==> src/rtl/core/sgmpc_pkg.sv <==
package sgmpc_pkg;

    localparam int MAX_COLS   = 1024;
    localparam int MAX_ROWS   = 1024;
    localparam int VALUE_BITS = 16;

    localparam int IN_W      = 16;
    localparam int CFG_W     = 11;
    localparam int CFG_IDX_W = 1;
    localparam int SUM_W     = 26;
    localparam int CNT_W     = 32;

    localparam int VAL_W = (VALUE_BITS < IN_W) ? VALUE_BITS : IN_W;
    localparam int COL_W = $clog2(MAX_COLS);
    localparam int ROW_W = (MAX_ROWS > 1) ? $clog2(MAX_ROWS) : 1;

    localparam logic [SUM_W-1:0] SUM_MAX = '1;
    localparam logic [CNT_W-1:0] CNT_MAX = '1;

    localparam logic [CFG_IDX_W-1:0] REG_ROW_COUNT = 1'b0;
    localparam logic [CFG_IDX_W-1:0] REG_COL_COUNT = 1'b1;

    typedef struct packed {
        logic [SUM_W-1:0] sum;
        logic [CNT_W-1:0] cnt;
    } t_entry;

    typedef struct packed {
        logic [COL_W-1:0] col;
        logic             first_row;
        logic             odd_row;
        logic             last_row;
        logic             final_cell;
        logic             has_left;
        logic             has_right;
        logic [VAL_W-1:0] value;
    } t_cell_ctl;

    // Turns a written count into the index of the last row or column in use.
    function automatic int cfg_last(input logic [CFG_W-1:0] v, input int maxv);
        int x;
        x = int'(v);
        if (x == 0) begin
            x = 1;
        end
        if (x > maxv) begin
            x = maxv;
        end
        return x - 1;
    endfunction

endpackage

==> src/rtl/core/sgmpc_front.sv <==
module sgmpc_front
    import sgmpc_pkg::*;
(
    input  logic                 i_clk,
    input  logic                 i_rst_n,
    input  logic                 i_cfg_we,
    input  logic [CFG_IDX_W-1:0] i_cfg_index,
    input  logic [CFG_W-1:0]     i_cfg_data,
    input  logic                 i_in_valid,
    input  logic [IN_W-1:0]      i_cell_value,
    input  logic                 i_s1_fire,
    output logic                 o_in_stall,
    output logic                 o_accept,
    output logic [COL_W-1:0]     o_raddr_a,
    output logic [COL_W-1:0]     o_raddr_b,
    output logic                 o_s1_valid,
    output t_cell_ctl            o_s1
);

    logic [ROW_W-1:0] r_last_row;
    logic [COL_W-1:0] r_last_col;
    logic [ROW_W-1:0] r_row;
    logic [COL_W-1:0] r_col;
    logic             r_s1_valid;
    t_cell_ctl        r_s1;
    t_cell_ctl        n_s1;
    logic             at_last_col;
    logic             at_last_row;

    assign o_in_stall  = r_s1_valid & ~i_s1_fire;
    assign o_accept    = i_in_valid & ~o_in_stall;
    assign at_last_col = (r_col == r_last_col);
    assign at_last_row = (r_row == r_last_row);
    assign o_raddr_a   = r_col;
    assign o_raddr_b   = r_col + COL_W'(1);

    always_comb begin
        n_s1.col        = r_col;
        n_s1.first_row  = (r_row == '0);
        n_s1.odd_row    = r_row[0];
        n_s1.last_row   = at_last_row;
        n_s1.final_cell = at_last_row & at_last_col;
        n_s1.has_left   = (r_col != '0);
        n_s1.has_right  = ~at_last_col;
        n_s1.value      = i_cell_value[VAL_W-1:0];
    end

    always_ff @(posedge i_clk) begin
        if (!i_rst_n) begin
            r_last_row <= '0;
            r_last_col <= '0;
            r_row      <= '0;
            r_col      <= '0;
            r_s1_valid <= 1'b0;
        end else begin
            if (i_cfg_we) begin
                unique case (i_cfg_index)
                    REG_ROW_COUNT: r_last_row <= ROW_W'(cfg_last(i_cfg_data, MAX_ROWS));
                    REG_COL_COUNT: r_last_col <= COL_W'(cfg_last(i_cfg_data, MAX_COLS));
                endcase
                r_row <= '0;
                r_col <= '0;
            end else if (o_accept) begin
                if (at_last_col) begin
                    r_col <= '0;
                    r_row <= at_last_row ? '0 : r_row + ROW_W'(1);
                end else begin
                    r_col <= r_col + COL_W'(1);
                end
            end
            if (o_accept) begin
                r_s1_valid <= 1'b1;
            end else if (i_s1_fire) begin
                r_s1_valid <= 1'b0;
            end
        end
    end

    always_ff @(posedge i_clk) begin
        if (o_accept) begin
            r_s1 <= n_s1;
        end
    end

    assign o_s1_valid = r_s1_valid;
    assign o_s1       = r_s1;

endmodule

==> config.mk <==
export PLATFORM = sky130hd
export DESIGN_NAME = sgmpc_front
export DESIGN_NICKNAME = d
export VERILOG_FILES = /design/src/rtl/core/sgmpc_pkg.sv /design/src/rtl/core/sgmpc_front.sv
export SDC_FILE = /design/constraint.sdc
export NUM_CORES = 1
export LEC_CHECK = 0
export BUFFER_PORTS_ARGS = -buffer_cell sky130_fd_sc_hd__buf_2
export CAP_MARGIN = 30
export CORE_ASPECT_RATIO = 0.7
export CORE_MARGIN = 3
export CORE_UTILIZATION = 53
export CTS_CLUSTER_DIAMETER = 100
export DETAILED_ROUTE_END_ITERATION = 8
export PLACE_DENSITY = 0.89
export SYNTH_ARGS = -nofsm -noshare
export SYNTH_HDL_FRONTEND = slang
export SYNTH_SLANG_ARGS = --single-unit
==> constraint.sdc <==
create_clock -name i_clk -period 2.5 [get_ports i_clk]
set_input_delay 0.125 -clock i_clk [delete_from_list [all_inputs] [get_ports i_clk]]
set_output_delay 0.125 -clock i_clk [all_outputs]
set_load 0.005 [all_outputs]
**Yosys cells after proc, flatten, opt, wreduce, memory -nomap -nowiden**

Index checks and enable logic that the tools add are counted.

- Add/sub/neg operators: 4
- Order comparisons: 2
- Equal/unequal tests: 2
- Mux-type cells: 19
- Bitwise logic cells: 8
- Reduce and logical (&&, ||, !) cells: 8

Operators with widths:

| cell | number |
|---|---|
| $mux 32 | 6 |
| $mux 10 | 10 |
| $gt 32x12->1 const B | 2 |
| $add 10x1->10 const B | 2 |
| $eq 10x10->1 | 2 |
| $sub 10x2->10 const B | 2 |
| $logic_not 11->1 | 1 |
| $mux 11 | 1 |
| $logic_not 10->1 | 1 |
| $reduce_bool 10->1 | 1 |
| $reduce_and 2->1 | 3 |
| $not 1->1 | 5 |
| $and 1x1->1 | 3 |
| $mux 1 | 2 |
| $reduce_bool 2->1 | 1 |
| $reduce_or 2->1 | 1 |

- Flip-flop bits (word level): 73
- Input bits: 33
- Output and inout port bits: 55
- Word-level logic and storage cells: 56

**Longest topological paths before layout**

- Depth in word-level cells: 11
- Gate-level depth with buffers: 10

**Least setup slack after synthesis**

OpenSTA, ideal clock, no wires.

- Path type: register to register
- From: register r_s1_valid (netlist: o_s1_valid)
- To: register r_col[6] (netlist: o_raddr_a[6])
- Setup time: 0.075 ns
- Arrival time: 2.214 ns
- Data required time: 2.425 ns
- Slack: 0.211 ns
- Cell stages (with the launch flop): 8
- Buffers on the path: 2
- Clock period less this slack: 2.289 ns
- Path through: dfxtp_1 nand2b_1 nand2_1 clkbuf_1 inv_1 clkbuf_1 nand3_1 a31oi_1

- Word-level cells in the longest chain between the ends: 3

RTL lines:

| what | RTL line | text |
|---|---|---|
| start, declared | sgmpc_front.sv:24 | `logic r_s1_valid;` |
| start signal, assigned | sgmpc_front.sv:54 | `r_s1_valid <= 1'b0;` |
| start signal, assigned | sgmpc_front.sv:72 | `r_s1_valid <= 1'b1;` |
| start signal, assigned | sgmpc_front.sv:74 | `r_s1_valid <= 1'b0;` |
| $and 1x1->1 | sgmpc_front.sv:30 | `assign o_in_stall = r_s1_valid & ~i_s1_fire;` |
| $not 1->1 | sgmpc_front.sv:31 | `assign o_accept = i_in_valid & ~o_in_stall;` |
| $and 1x1->1 | sgmpc_front.sv:31 |  |
| named net o_accept | sgmpc_front.sv:13 | `output logic o_accept,` |
| end signal, assigned | sgmpc_front.sv:68 | `r_col <= r_col + COL_W'(1);` |
| end, declared | sgmpc_front.sv:23 | `logic [COL_W-1:0] r_col;` |

The timed path passes the listed nets, and every way through them passes these cells.
A chain may end at the register's enable or synchronous reset.

**Worst setup path after layout**

- From: register r_col[5] (netlist: o_raddr_a[5])
- To: register r_row[9]

- Word-level cells in the longest chain between the ends: 2

RTL lines:

| what | RTL line | text |
|---|---|---|
| $eq 10x10->1 | sgmpc_front.sv:32 | `assign at_last_col = (r_col == r_last_col);` |
| $reduce_and 2->1 (no source line) | -- |  |
| end signal, assigned | sgmpc_front.sv:66 | `r_row <= at_last_row ? '0 : r_row + ROW_W'(1);` |
| end, declared | sgmpc_front.sv:22 | `logic [ROW_W-1:0] r_row;` |

No other way between the ends.

==> metrics.md <==
| Metric | Value |
|---|---|
| Status | finished clean |
| Critical path startpoint | o_raddr_a[5] |
| Final Hold Violating Endpoints | 0 |
| Clock share of power | 40.8% |
| Core area | 0.005986 mm2 |
| Die H | 73.22 um |
| VDD IR max | 344.4 uV |
| Initial Utilization | 57.15% |
| Number of global-route vias before repair | 2804 |
| Die Width | 102.0 um |
| Final Skew | 10.58 ps |
| XOR/XNOR Fraction of Synth Area | 9.144% |
| Startpoint types | register |
| Post-DP HPWL | 5719 um |
| CTS tree | done |
| Number of I/O pins | 88 |
| Reg area | 0.001782 mm2 |
| Residual DRC | 0 |
| Crit-path cells | xnor2_1, nand4_1, or4_4, or4_1, a21oi_1 |
| Post-synthesis mux area share | 0.8778% |
| Reg power frac | 48.5% |
| CP endpoint | r_row[9] |
| Largest family of logic cells by synthesized area | simple AND/OR/NAND/NOR gates |
| CP endpoint kind | register |
| Yosys top cell area share | 28.09% |
| CTS Buf Count | 9 |
| Top delay family on crit path | simple AND/OR/NAND/NOR gates |
| Fin crit share | 91.45% |
| RePlAce Congestion | 0.8369 |
| Global route total overflow | 0 |
| Syn_nets | 375 |
| Top FF cell, synth | dfxtp_1 |
| Sum Neg Setup Slack | 0 ps |
| FF-to-FF Start | o_raddr_a[5] |
| Initial DRC count | 303 |
| Worst hold path type | in -> reg |
| Root cell of the clock tree | clkbuf_8 |
| YS warnings | 0 |
| Placed Instances | 481 |
| Worst Path Required | 2780 ps |
| Switch share | 23.80% |
| Port Buffers | 87 |
| Worst path arrival time | 2570 ps |
| Count leader, synth | dfxtp_1 |
| FF-to-FF End | r_row[9] |
| Setup CP Type | reg -> reg |
| Num rows | 23 |
| Post-Syn Instances | 337 |
| Num Clock Sinks | 73 |
| Pre-Repair DR Iteration Count | 5 |
| Adder-cell share of the synthesized area | 1.829% |
| Via count | 3024 |
| Max Root-Sink Buffers | 2 |
| # resized after CTS | 0 |
| Pin count of the biggest net entering global routing | 26 |
| Power Dens Cells | 642.7 mW/mm2 |
| Mapped Area | 0.003421 mm2 |
| Worst-path clk slew | 80 ps |
| N_diodes | 0 |
| Post-route antenna net violation count | 0 |
| Cell Count, Final, Fillers Out | 514 |
| Simple-gate share of the synthesized area | 18.87% |
| RSZ-0062 raised after global routing | false |
| Pleak | 1.759 nW |
| Max Slew Vio Count | 0 |
| Slew headroom | 57.45% |
| Cell variety after synth | 46 |
| Worst path depth | 5 |
| Int Pwr | 0.002092 W |
| Total Wirelength | 9119 um |
| GRT Overall Usage | 25.25% |
| Crit path max-delay cell type | or4_4 |
| Max Cap Viol | 0 |
| Share of cells above drive strength 1 | 27.56% |
| Critical Path Fanout Max | 15 |
| Clk Latency, worst-skew pair | 360 ps |
| Min Tclk post-route | 2286 ps |
| Die area | 0.007470 mm2 |
| First-pass GRT wire length | 14300 um |
| Multi-input logic area | 0.001416 mm2 |
| Post-Syn Area per Cell | 10.15 um2 |
| Sequential fraction of the synthesis area | 52.08% |
| # fillers | 418 |
| Slowest stage delay, CP | 630 ps |
| Max Freq | 0.4374 GHz |
| CTS H-Tree Depth | 3 |
| Crit path buffers/inverters | 0 |
| Slew @ Worst Pin | 638.2 ps |
| Setup-failing EPs final | 0 |
| Final nets | 472 |
| Synth Area in Compound Gates | 10.68% |
| Switching pwr | 0.0006535 W |
| Area growth syn-to-layout | 24.87% |
| Top cells by area, synth | edfxtp_1 28%, dfxtp_1 24%, xnor2_1 5.6% |
| Top post-synthesis cells by count | 41 x dfxtp_1, 32 x edfxtp_1, 26 x nand2_1, 25 x a21oi_1 |
| Routed len/inst | 17.74 um |
| R2r setup slk | 210 ps |
| Gate power share | 10.7% |
| Initial antenna violation count | 0 |
| Seq cells post-synth | 73 |
| Worst reg-to-reg path cell count | 5 |
| Number of synthesized flops with an enable pin | 32 |
| Synth area leader | edfxtp_1 |
| Async S/R FF share, synth | 0% |
| Via/cell ratio | 5.883 |
power groups by stage:
stage / logic, W / registers (W) / clock network (W)
after floorplan: 0.000147 / 0.00136 / 0
after global placement: 0.000251 / 0.00135 / 0
after detailed placement: 0.000262 / 0.00136 / 0
after CTS: 0.000286 / 0.00133 / 0.00113
after global routing: 0.000322 / 0.00134 / 0.00118
final: 0.000294 / 0.00133 / 0.00112
tightest hold or removal path: stages:
cell	delay, ps
buf_2	100
nor3b_1	50
nor2_1	90
layout by cell type, fill, tap and decap left out, types with 5 or more instances in the layout:
master,instances
a21oi_1,25
buf_2,87
buf_4,12
clkbuf_8,9
dfxtp_1,41
dlygate4sd3_1,17
edfxtp_1,32
ha_1,5
inv_1,11
nand2_1,26
nand2b_1,5
nand3_1,22
nand4_1,7
nor2_1,15
nor2b_1,6
nor4_1,8
o21ai_0,17
o31ai_1,5
or4_1,6
xnor2_1,22
xor2_1,10
worst min path at each step:
stage	from	end	slack, ps	cells past startpoint
3_3_place_gp	i_cell_value[7]	o_s1[7]	300	1
5_1_grt	i_cfg_index	r_last_row[6]	20	3
6_report	i_cfg_index	r_last_row[6]	40	3
2_1_floorplan	i_cell_value[0]	o_s1[0]	220	0
4_1_cts	i_cfg_index	r_last_row[6]	30	3
3_5_place_dp	i_cell_value[7]	o_s1[7]	300	1
routing by layer:
metal  part of all wire [%]  GRT usage (%)
met3                    9.4          8.023
met1                     40          33.39
met4                    4.1          10.77
met5                      0              0
met2                     46          38.37
stage by stage:
step	worst slack (ps)	utilization [%]	cell area [um2]	total power, W	hold WS (ps)
after floorplan	211.2	-	3421	0.001506	223.9
after global placement	170.6	64.46	3859	0.001605	302.1
after detailed placement	71.15	64.46	3859	0.001617	303.4
after CTS	252.8	71.36	4272	0.002741	30.82
after global routing	96.79	71.36	4272	0.002840	24.90
final	213.8	71.36	4272	0.002745	38.55
final cells by class:
cell class,count,area share [%]
Clock buffer,9,2.900
Clock inverter,7,2.783
Inverter,11,0.9666
Multi-Input combinational cell,223,33.16
Sequential cell,73,41.71
Tap cell,75,2.197
Timing Repair Buffer,116,16.29
sequential cells by signal, summed over array words and instances (netlist names):
register and cells:
r_row 10, r_last_row 10, o_s1_valid 1, o_s1 32
o_raddr_a 10, r_last_col 10
kinds of logic (layout without fill, tap and decap cells):
| logic type | after synthesis | after routing |
|---|---|---|
| muxes | 3 | 3 |
| AOI/OAI and AO/OA | 62 | 62 |
| xor gates and xnor gates | 34 | 34 |
| DFF | 73 | 73 |
| buffers and inverters | 41 | 143 |
| adders and majority gates | 5 | 5 |
| and+or+nand+nor | 119 | 119 |
repair_timing:
action | in CTS | in global routing
hold buffers | 17 | 0
setup endpoints to repair | 0 | 0
hold endpoints to repair | 17 | 0
buffers inserted | 0 | 0
Note: power is estimated with default switching activity, not from simulation.
