[src/rtl/core/sgmpc_pkg.sv]
package sgmpc_pkg;

    localparam int MAX_COLS   = 1024;
    localparam int MAX_ROWS   = 1024;
    localparam int VALUE_BITS = 16;

    localparam int IN_W      = 16;
    localparam int CFG_W     = 11;
    localparam int CFG_IDX_W = 1;
    localparam int SUM_W     = 26;
    localparam int CNT_W     = 32;

    localparam int VAL_W = (VALUE_BITS < IN_W) ? VALUE_BITS : IN_W;
    localparam int COL_W = $clog2(MAX_COLS);
    localparam int ROW_W = (MAX_ROWS > 1) ? $clog2(MAX_ROWS) : 1;

    localparam logic [SUM_W-1:0] SUM_MAX = '1;
    localparam logic [CNT_W-1:0] CNT_MAX = '1;

    localparam logic [CFG_IDX_W-1:0] REG_ROW_COUNT = 1'b0;
    localparam logic [CFG_IDX_W-1:0] REG_COL_COUNT = 1'b1;

    typedef struct packed {
        logic [SUM_W-1:0] sum;
        logic [CNT_W-1:0] cnt;
    } t_entry;

    typedef struct packed {
        logic [COL_W-1:0] col;
        logic             first_row;
        logic             odd_row;
        logic             last_row;
        logic             final_cell;
        logic             has_left;
        logic             has_right;
        logic [VAL_W-1:0] value;
    } t_cell_ctl;

    // Turns a written count into the index of the last row or column in use.
    function automatic int cfg_last(input logic [CFG_W-1:0] v, input int maxv);
        int x;
        x = int'(v);
        if (x == 0) begin
            x = 1;
        end
        if (x > maxv) begin
            x = maxv;
        end
        return x - 1;
    endfunction

endpackage

[src/rtl/core/sgmpc_combine.sv]
module sgmpc_combine
    import sgmpc_pkg::*;
(
    input  logic             i_clk,
    input  logic             i_rst_n,
    input  logic             i_clear,
    input  logic             i_s1_valid,
    input  t_cell_ctl        i_s1,
    input  t_entry           i_rdata_a,
    input  t_entry           i_rdata_b,
    input  logic             i_out_stall,
    output logic             o_s1_fire,
    output logic             o_we,
    output logic [COL_W-1:0] o_waddr,
    output t_entry           o_wdata,
    output logic             o_out_valid,
    output logic [SUM_W-1:0] o_best_sum,
    output logic [CNT_W-1:0] o_best_count,
    output logic             o_count_saturated
);

    t_entry           r_held;
    logic [SUM_W-1:0] r_run_best;
    logic [CNT_W-1:0] r_run_cnt;
    logic             r_sat;
    logic             r_out_valid;
    logic [SUM_W-1:0] r_out_sum;
    logic [CNT_W-1:0] r_out_cnt;
    logic             r_out_sat;

    t_entry           nb_a;
    t_entry           nb_b;
    logic [CNT_W:0]   tie_add;
    logic [SUM_W-1:0] pick_sum;
    logic [CNT_W-1:0] pick_cnt;
    logic [SUM_W:0]   sum_add;
    logic [SUM_W-1:0] cell_sum;
    logic [CNT_W-1:0] cell_cnt;
    logic             cell_sat;
    logic [CNT_W:0]   run_add;
    logic [SUM_W-1:0] n_run_best;
    logic [CNT_W-1:0] n_run_cnt;
    logic             run_sat;
    logic             n_sat;
    logic             blocked;

    assign blocked   = i_s1.final_cell & r_out_valid & i_out_stall;
    assign o_s1_fire = i_s1_valid & ~blocked;

    // A shifted row draws on the cells below and below-right; an unshifted
    // row draws on the old entry to the left and the one below.
    always_comb begin
        if (i_s1.odd_row) begin
            nb_a = i_rdata_a;
            nb_b = i_s1.has_right ? i_rdata_b : '0;
        end else begin
            nb_a = i_s1.has_left ? r_held : '0;
            nb_b = i_rdata_a;
        end
        tie_add  = {1'b0, nb_a.cnt} + {1'b0, nb_b.cnt};
        cell_sat = 1'b0;
        if (nb_a.sum == nb_b.sum) begin
            pick_sum = nb_a.sum;
            pick_cnt = tie_add[CNT_W] ? CNT_MAX : tie_add[CNT_W-1:0];
            cell_sat = tie_add[CNT_W];
        end else if (nb_a.sum > nb_b.sum) begin
            pick_sum = nb_a.sum;
            pick_cnt = nb_a.cnt;
        end else begin
            pick_sum = nb_b.sum;
            pick_cnt = nb_b.cnt;
        end
        sum_add = {1'b0, pick_sum} + (SUM_W+1)'(i_s1.value);
        if (i_s1.first_row) begin
            cell_sum = SUM_W'(i_s1.value);
            cell_cnt = CNT_W'(1);
            cell_sat = 1'b0;
        end else begin
            cell_sum = sum_add[SUM_W] ? SUM_MAX : sum_add[SUM_W-1:0];
            cell_cnt = pick_cnt;
        end
    end

    always_comb begin
        run_add    = {1'b0, r_run_cnt} + {1'b0, cell_cnt};
        n_run_best = r_run_best;
        n_run_cnt  = r_run_cnt;
        run_sat    = 1'b0;
        if (i_s1.last_row) begin
            if (cell_sum > r_run_best) begin
                n_run_best = cell_sum;
                n_run_cnt  = cell_cnt;
            end else if (cell_sum == r_run_best) begin
                n_run_cnt = run_add[CNT_W] ? CNT_MAX : run_add[CNT_W-1:0];
                run_sat   = run_add[CNT_W];
            end
        end
        n_sat = r_sat | cell_sat | run_sat;
    end

    assign o_we          = o_s1_fire;
    assign o_waddr       = i_s1.col;
    assign o_wdata.sum   = cell_sum;
    assign o_wdata.cnt   = cell_cnt;

    always_ff @(posedge i_clk) begin
        if (!i_rst_n) begin
            r_run_best  <= '0;
            r_run_cnt   <= '0;
            r_sat       <= 1'b0;
            r_out_valid <= 1'b0;
        end else begin
            if (i_clear) begin
                r_run_best <= '0;
                r_run_cnt  <= '0;
                r_sat      <= 1'b0;
            end else if (o_s1_fire) begin
                if (i_s1.final_cell) begin
                    r_run_best <= '0;
                    r_run_cnt  <= '0;
                    r_sat      <= 1'b0;
                end else begin
                    r_run_best <= n_run_best;
                    r_run_cnt  <= n_run_cnt;
                    r_sat      <= n_sat;
                end
            end
            if (o_s1_fire && i_s1.final_cell) begin
                r_out_valid <= 1'b1;
            end else if (!i_out_stall) begin
                r_out_valid <= 1'b0;
            end
        end
    end

    always_ff @(posedge i_clk) begin
        if (o_s1_fire) begin
            r_held <= i_rdata_a;
        end
        if (o_s1_fire && i_s1.final_cell) begin
            r_out_sum <= n_run_best;
            r_out_cnt <= n_run_cnt;
            r_out_sat <= n_sat;
        end
    end

    assign o_out_valid       = r_out_valid;
    assign o_best_sum        = r_out_sum;
    assign o_best_count      = r_out_cnt;
    assign o_count_saturated = r_out_sat;

endmodule

[config.mk]
export PLATFORM = sky130hd
export DESIGN_NAME = sgmpc_combine
export DESIGN_NICKNAME = d
export VERILOG_FILES = /design/src/rtl/core/sgmpc_pkg.sv /design/src/rtl/core/sgmpc_combine.sv
export SDC_FILE = /design/constraint.sdc
export NUM_CORES = 1
export LEC_CHECK = 0
export ABC_AREA = 1
export BUFFER_PORTS_ARGS = -buffer_cell sky130_fd_sc_hd__buf_2
export CORE_AREA = 5 5 181 183
export CTS_CLUSTER_DIAMETER = 30
export DETAILED_ROUTE_END_ITERATION = 12
export DIE_AREA = 0 0 186 188
export PLACE_DENSITY = 0.78
export REMOVE_ABC_BUFFERS = 1
export SLEW_MARGIN = 20
export SYNTH_ARGS = -nofsm -noshare
export SYNTH_HDL_FRONTEND = slang
export SYNTH_SLANG_ARGS = --single-unit
[constraint.sdc]
create_clock -name i_clk -period 7.1 [get_ports i_clk]
set_input_delay 0.71 -clock i_clk [delete_from_list [all_inputs] [get_ports i_clk]]
set_output_delay 0.71 -clock i_clk [all_outputs]
set_load 0.1 [all_outputs]
Yosys cells after proc, flatten, opt, wreduce, memory -nomap -nowiden. Cells that the tools add are included.

Reductions and logical operators: 2. Bitwise operators: 7. Equality and inequality tests: 3. Multiplexer cells: 28. Order comparisons: 2. $add $sub $neg: 3.

Operator list (count): two-way mux 32 bit (9); two-way mux 58 bit (4); two-way mux 26 bit (7); adder 32 x 32 -> 33 bit (2); == test 26 bit (2); greater-than comparator 26 bit (2); adder 26 x 16 -> 27 bit (1); two-way mux 1 bit (8); AND 1 bit (3); inequality test 2 x 1 -> 1 bit, second input constant (1); NOT 1 bit (2); bitwise OR 1 bit (2); OR reduction 2 bit (1); logical AND 1 bit (1).

Bits in registers: 177. Output and inout port bits: 130. Input port bits: 153. Word-level logic and storage cells: 54.

Longest topological paths before layout.
Depth in word-level cells: 14. Mapped depth: 57. Mapped depth without buffers: 51.

Worst setup path before layout. Ideal clock, no wire load.

Path type: input -> register. From: input i_s1[20] (netlist name). To: register r_out_sum[9], in the netlist o_best_sum[9] (data pin). Arrival time: 9.483 ns. Setup time: 0.267 ns. Slack: -2.650 ns. Buffers on the path: 9. Cell stages on the path: 50. Required time: 6.833 ns. Path through: buf_2 nand2_2 inv_2 buf_2 buf_1 buf_1 nand2_1 o21ai_0 inv_1 ha_1 nand2_1 nor2_2 inv_2 nor2_1 nand3_2 nand3_4 buf_8 buf_2 [... 14 more ...] inv_2 buf_8 a21boi_0 ha_1 nand2_1 inv_1 a21oi_1 o21ai_1 a21oi_1 o21ai_1 nand2_1 nand2_1 nand2_1 nor2_1 inv_1 clkbuf_1 nand2_1 a21boi_1.

RTL lines: start, declared (line sgmpc_combine.sv:8) `input t_cell_ctl i_s1,`; end signal, assigned (line sgmpc_combine.sv:141) `r_out_sum <= n_run_best;`; end, declared (line sgmpc_combine.sv:27) `logic [SUM_W-1:0] r_out_sum;`.

Worst setup path in the final report.
From: input i_s1[20] (netlist name). To: register r_run_cnt[13].

Cells in the longest elaborated chain, start to end: 12. Elaborated cells between the ends (all ways): 22. Classes of those cells: add/sub: 3; order compare: 2; eq/ne: 2; mux: 15.

Ends and longest elaborated chain: parallel branches: the longest is 9 deep, another holds adder 26 x 16 -> 27 bit; two-way mux 32 bit (*) (line sgmpc_combine.sv:90) `if (cell_sum > r_run_best) begin`; two-way mux 32 bit (*) (line sgmpc_combine.sv:89) `if (i_s1.last_row) begin`; net n_run_cnt[13] (line sgmpc_combine.sv:42) `logic [CNT_W-1:0] n_run_cnt;`; two-way mux 32 bit (*) (line sgmpc_combine.sv:118) `if (i_s1.final_cell) begin`; end signal, assigned (line sgmpc_combine.sv:124) `r_run_cnt <= n_run_cnt;`; end, declared (line sgmpc_combine.sv:24) `logic [CNT_W-1:0] r_run_cnt;`.

Mark *: on every way through the listed nets, which the timed path passes. A chain may end at the register's enable or synchronous reset.

==> Implementation_results.wiki <==
{| class="wikitable"
! Metric !! Value
|-
| Run status || completed
|-
| Core Footprint || 31100 sq um
|-
| Crit path max-delay cell type || sky130_fd_sc_hd__ha_1
|-
| Count of antenna diodes in the layout || 0
|-
| Number of buffers added by the clock tree synthesis step || 17
|-
| Slowest cell delay on critical path || 0.38 ns
|-
| Proportion of total power due to net switching || 0.455
|-
| NumNets Final || 2970
|-
| Setup-failing EPs final || 0
|-
| Hold Vio Cnt, Final || 0
|-
| Count of distinct cell types in the synthesized netlist || 55
|-
| CTS Hold Bufs || 0
|-
| Reg2Reg Depth || 43
|-
| Bufs and invs on worst path || 15
|-
| Fin crit share || 0.937
|-
| Worst setup timing slack at the placement stage || -0.161 ns
|-
| Die Outline Area || 35000 sq um
|-
| Portion of total power attributed to the clock network || 0.228
|-
| Vias in the first global route || 17100
|-
| Final HPWL DP || 48.1 mm
|-
| Top area cells in the synthesized netlist || sky130_fd_sc_hd__edfxtp_1 22%, sky130_fd_sc_hd__nand2_1 14%, sky130_fd_sc_hd__ha_1 10%, sky130_fd_sc_hd__dfxtp_1 7.5%, sky130_fd_sc_hd__inv_1 7.0%
|-
| Reported leakage power || 9.44 nW
|-
| Sum of internal, switching and leakage power || 4.69 mW
|-
| Launch instance of the worst min-delay path || i_rdata_a[20]
|-
| Clock Skew || 0.0109 ns
|-
| Slack of the critical path || 0.448 ns
|-
| Total DRC errors in the routed layout || 0
|-
| Tmin final || 6.65 ns
|-
| Clock tree from TritonCTS || yes
|-
| Max_slew headroom || 0.253
|-
| Main combinational cell family by area after synthesis || simple AND/OR/NAND/NOR gates
|-
| Summed area of non-filler cells in the final layout || 20200 sq um
|-
| Setup crit start kind || primary input
|-
| Type of the tightest min-delay check || in2reg
|-
| Utilization after layout || 0.652
|-
| Wire per inst || 19.9 um
|-
| Crit path DAT || 7.03 ns
|-
| Via Count || 17800
|-
| Register-to-Register Setup Slack || 0.95 ns
|-
| Number of nets with antenna violations after routing || 0
|-
| VDD IR max || 0.000177 V
|-
| Total net switching power || 2.13 mW
|-
| Total Neg Setup Slack || 0 ns
|-
| Initial Util || 0.517
|-
| Clock transition at path regs || 0.07 ns
|-
| Main synth FF type || sky130_fd_sc_hd__edfxtp_1
|-
| Final count of pins violating max slew || 0
|-
| R2r startpoint || r_held[48]$_DFFE_PP_
|-
| Post-synth EDFFs || 117
|-
| Number of levels the H-tree was split into || 4
|-
| Xor/xnor share of the synthesized area || 0.0355
|-
| Clock Root Buffer || sky130_fd_sc_hd__clkbuf_16
|-
| Maximum count of clock buffers along a single path || 2
|-
| Global router's overall resource usage || 0.340
|-
| Worst reg2reg path endpoint || r_run_cnt[13]$_SDFFE_PP0P_
|-
| Logic gate share of total power || 0.519
|-
| Int Pwr || 2.56 mW
|-
| Hold endpoint || r_held[20]$_DFFE_PP_
|-
| Transition time of the tightest slew-check pin || 1.11 ns
|-
| Die boundary width || 186 um
|-
| Worst path most repeated cell || sky130_fd_sc_hd__nand2_1
|-
| Average size of a mapped cell || 6.95 sq um
|-
| Number of core rows || 65
|-
| Pin count of the biggest net entering global routing || 62
|-
| Number of max-cap violations || 0
|-
| Number of cells produced by synthesis || 2311
|-
| Layout area overhead || 26.1%
|-
| Global placer's final weighted congestion || 0.993
|-
| Ratio of routed vias to standard cells || 5.75
|-
| Synth async-reset ratio || 0
|-
| Grt total ovfl || 0
|-
| Post-Syn Area || 16100 sq um
|-
| DRT Pass-1 Iters || 7
|-
| Fraction of synthesized area in multiplexers || 0
|-
| Critical Path End Type || flop
|-
| Synth area leader || sky130_fd_sc_hd__edfxtp_1
|-
| Area share of the leading cell type in the synthesized netlist || 0.219
|-
| Fraction of layout cells with a size suffix above 1 || 0.229
|-
| Placed inst area || 19300 sq um
|-
| Synth Area in Compound Gates || 0.189
|-
| Global-route wire length before repair || 93.7 mm
|-
| Start-to-end type of the worst setup path || in2reg
|-
| Port bufs || 262
|-
| Crit path required time || 7.48 ns
|-
| Sequential cell fraction of total power || 0.253
|-
| Commonest cells in the netlist || 595 x sky130_fd_sc_hd__nand2_1, 299 x sky130_fd_sc_hd__inv_1, 169 x sky130_fd_sc_hd__a21oi_1
|-
| Max Clk Rate || 0.150 GHz
|-
| DRT Wirelength || 61.5 mm
|-
| Count of cells along the worst hold path || 1
|-
| Sinks on Clock Net || 177
|-
| Clock latency reported for the late side of the worst-skew pair || 0.46 ns
|-
| Iteration-0 DRC Markers || 1534
|-
| IO Count || 283
|-
| Die H || 188 um
|-
| Worst path top cell family by delay || simple AND/OR/NAND/NOR gates
|-
| Adder-Cell Fraction of Synth Area || 0.107
|-
| Post-Synth Simple-Gate Area || 0.273
|-
| Most frequent cell after synthesis || sky130_fd_sc_hd__nand2_1
|-
| Number of register bits inferred by synthesis || 177
|-
| Initial antenna violation count || 0
|-
| Register area share after synthesis || 0.294
|-
| Warnings from Yosys || 0
|-
| Maximum fanout along the worst path || 25
|-
| Ratio of total power to cell area || 232 nW/um^2
|}
power groups by stage:
stage               clock network [mW]  registers (mW)  logic, mW
floorplan                            0            1.38       1.30
global placement                     0            1.21       2.29
detailed placement                   0            1.21       2.31
CTS                               1.08            1.18       2.32
global route                      1.13            1.19       2.59
finish                            1.07            1.18       2.43
layout make-up:
type	count	area (sq um)
Clock buffer	19	433
Sequential cell	177	4710
Multi-Input combinational cell	1731	9920
Inverter	308	1160
Fill cell	2817	10800
Tap cell	402	503
Clock inverter	13	199
Timing Repair Buffer	447	3310
worst max-delay path by stage:
stage,cells after the start,startpoint,end
2_1_floorplan,41,i_s1[20],r_run_best[22]$_SDFFE_PP0P_
3_3_place_gp,44,i_s1[20],r_run_best[13]$_SDFFE_PP0P_
3_5_place_dp,47,i_s1[20],r_run_best[13]$_SDFFE_PP0P_
4_1_cts,47,i_s1[20],r_run_best[13]$_SDFFE_PP0P_
5_1_grt,50,i_s1[20],r_run_cnt[13]$_SDFFE_PP0P_
6_report,49,i_s1[20],r_run_cnt[13]$_SDFFE_PP0P_
layer usage:
layer	track usage	vias to the layer above	share of wire
met5	0	-	0
met4	0.128	0	0.040
met3	0.0469	139	0.077
met2	0.576	903	0.47
met1	0.439	8263	0.41
li1	-	8489	-
metrics by stage:
stage | cells | hold WS [ns]
2_1_floorplan | 2216 | 0.445
3_3_place_gp | 3053 | 0.451
3_5_place_dp | 3053 | 0.455
4_1_cts | 3085 | 0.423
5_1_grt | 3097 | 0.432
6_report | 3097 | 0.442
placed cells by master (no fill, tap or decap), types with 18 or more instances in the layout:
cell / n
sky130_fd_sc_hd__dfxtp_1: 60
sky130_fd_sc_hd__clkbuf_16: 20
sky130_fd_sc_hd__nand4_1: 33
sky130_fd_sc_hd__ha_1: 128
sky130_fd_sc_hd__xor2_1: 42
sky130_fd_sc_hd__nand2_2: 37
sky130_fd_sc_hd__xnor2_1: 23
sky130_fd_sc_hd__o21ai_0: 157
sky130_fd_sc_hd__nor2_1: 158
sky130_fd_sc_hd__edfxtp_1: 117
sky130_fd_sc_hd__buf_12: 38
sky130_fd_sc_hd__o22ai_1: 33
sky130_fd_sc_hd__nand2_1: 586
sky130_fd_sc_hd__inv_1: 290
sky130_fd_sc_hd__buf_2: 235
sky130_fd_sc_hd__nor3_1: 20
sky130_fd_sc_hd__buf_4: 167
sky130_fd_sc_hd__nand3_1: 113
sky130_fd_sc_hd__o21a_1: 18
sky130_fd_sc_hd__a21oi_1: 162
state kept, by name (all words and copies together), names as in the netlist:
register / flops
r_sat: 1
o_best_sum: 26
r_run_cnt: 32
o_best_count: 32
o_out_valid: 1
r_run_best: 26
r_held: 58
o_count_saturated: 1
kinds of logic after synthesis:
logic type      count (synthesis)
compound gates                516
xor+xnor                       65
fa+ha+maj                     135
buf+inv                       403
flops                         177
simple gates                 1015
timing repair:
action | in CTS | in global routing
endpoints found under the setup margin | 0 | 118
resized for setup | 0 | 58
buffers inserted | 0 | 9
Note: power is estimated with default switching activity, not from simulation.
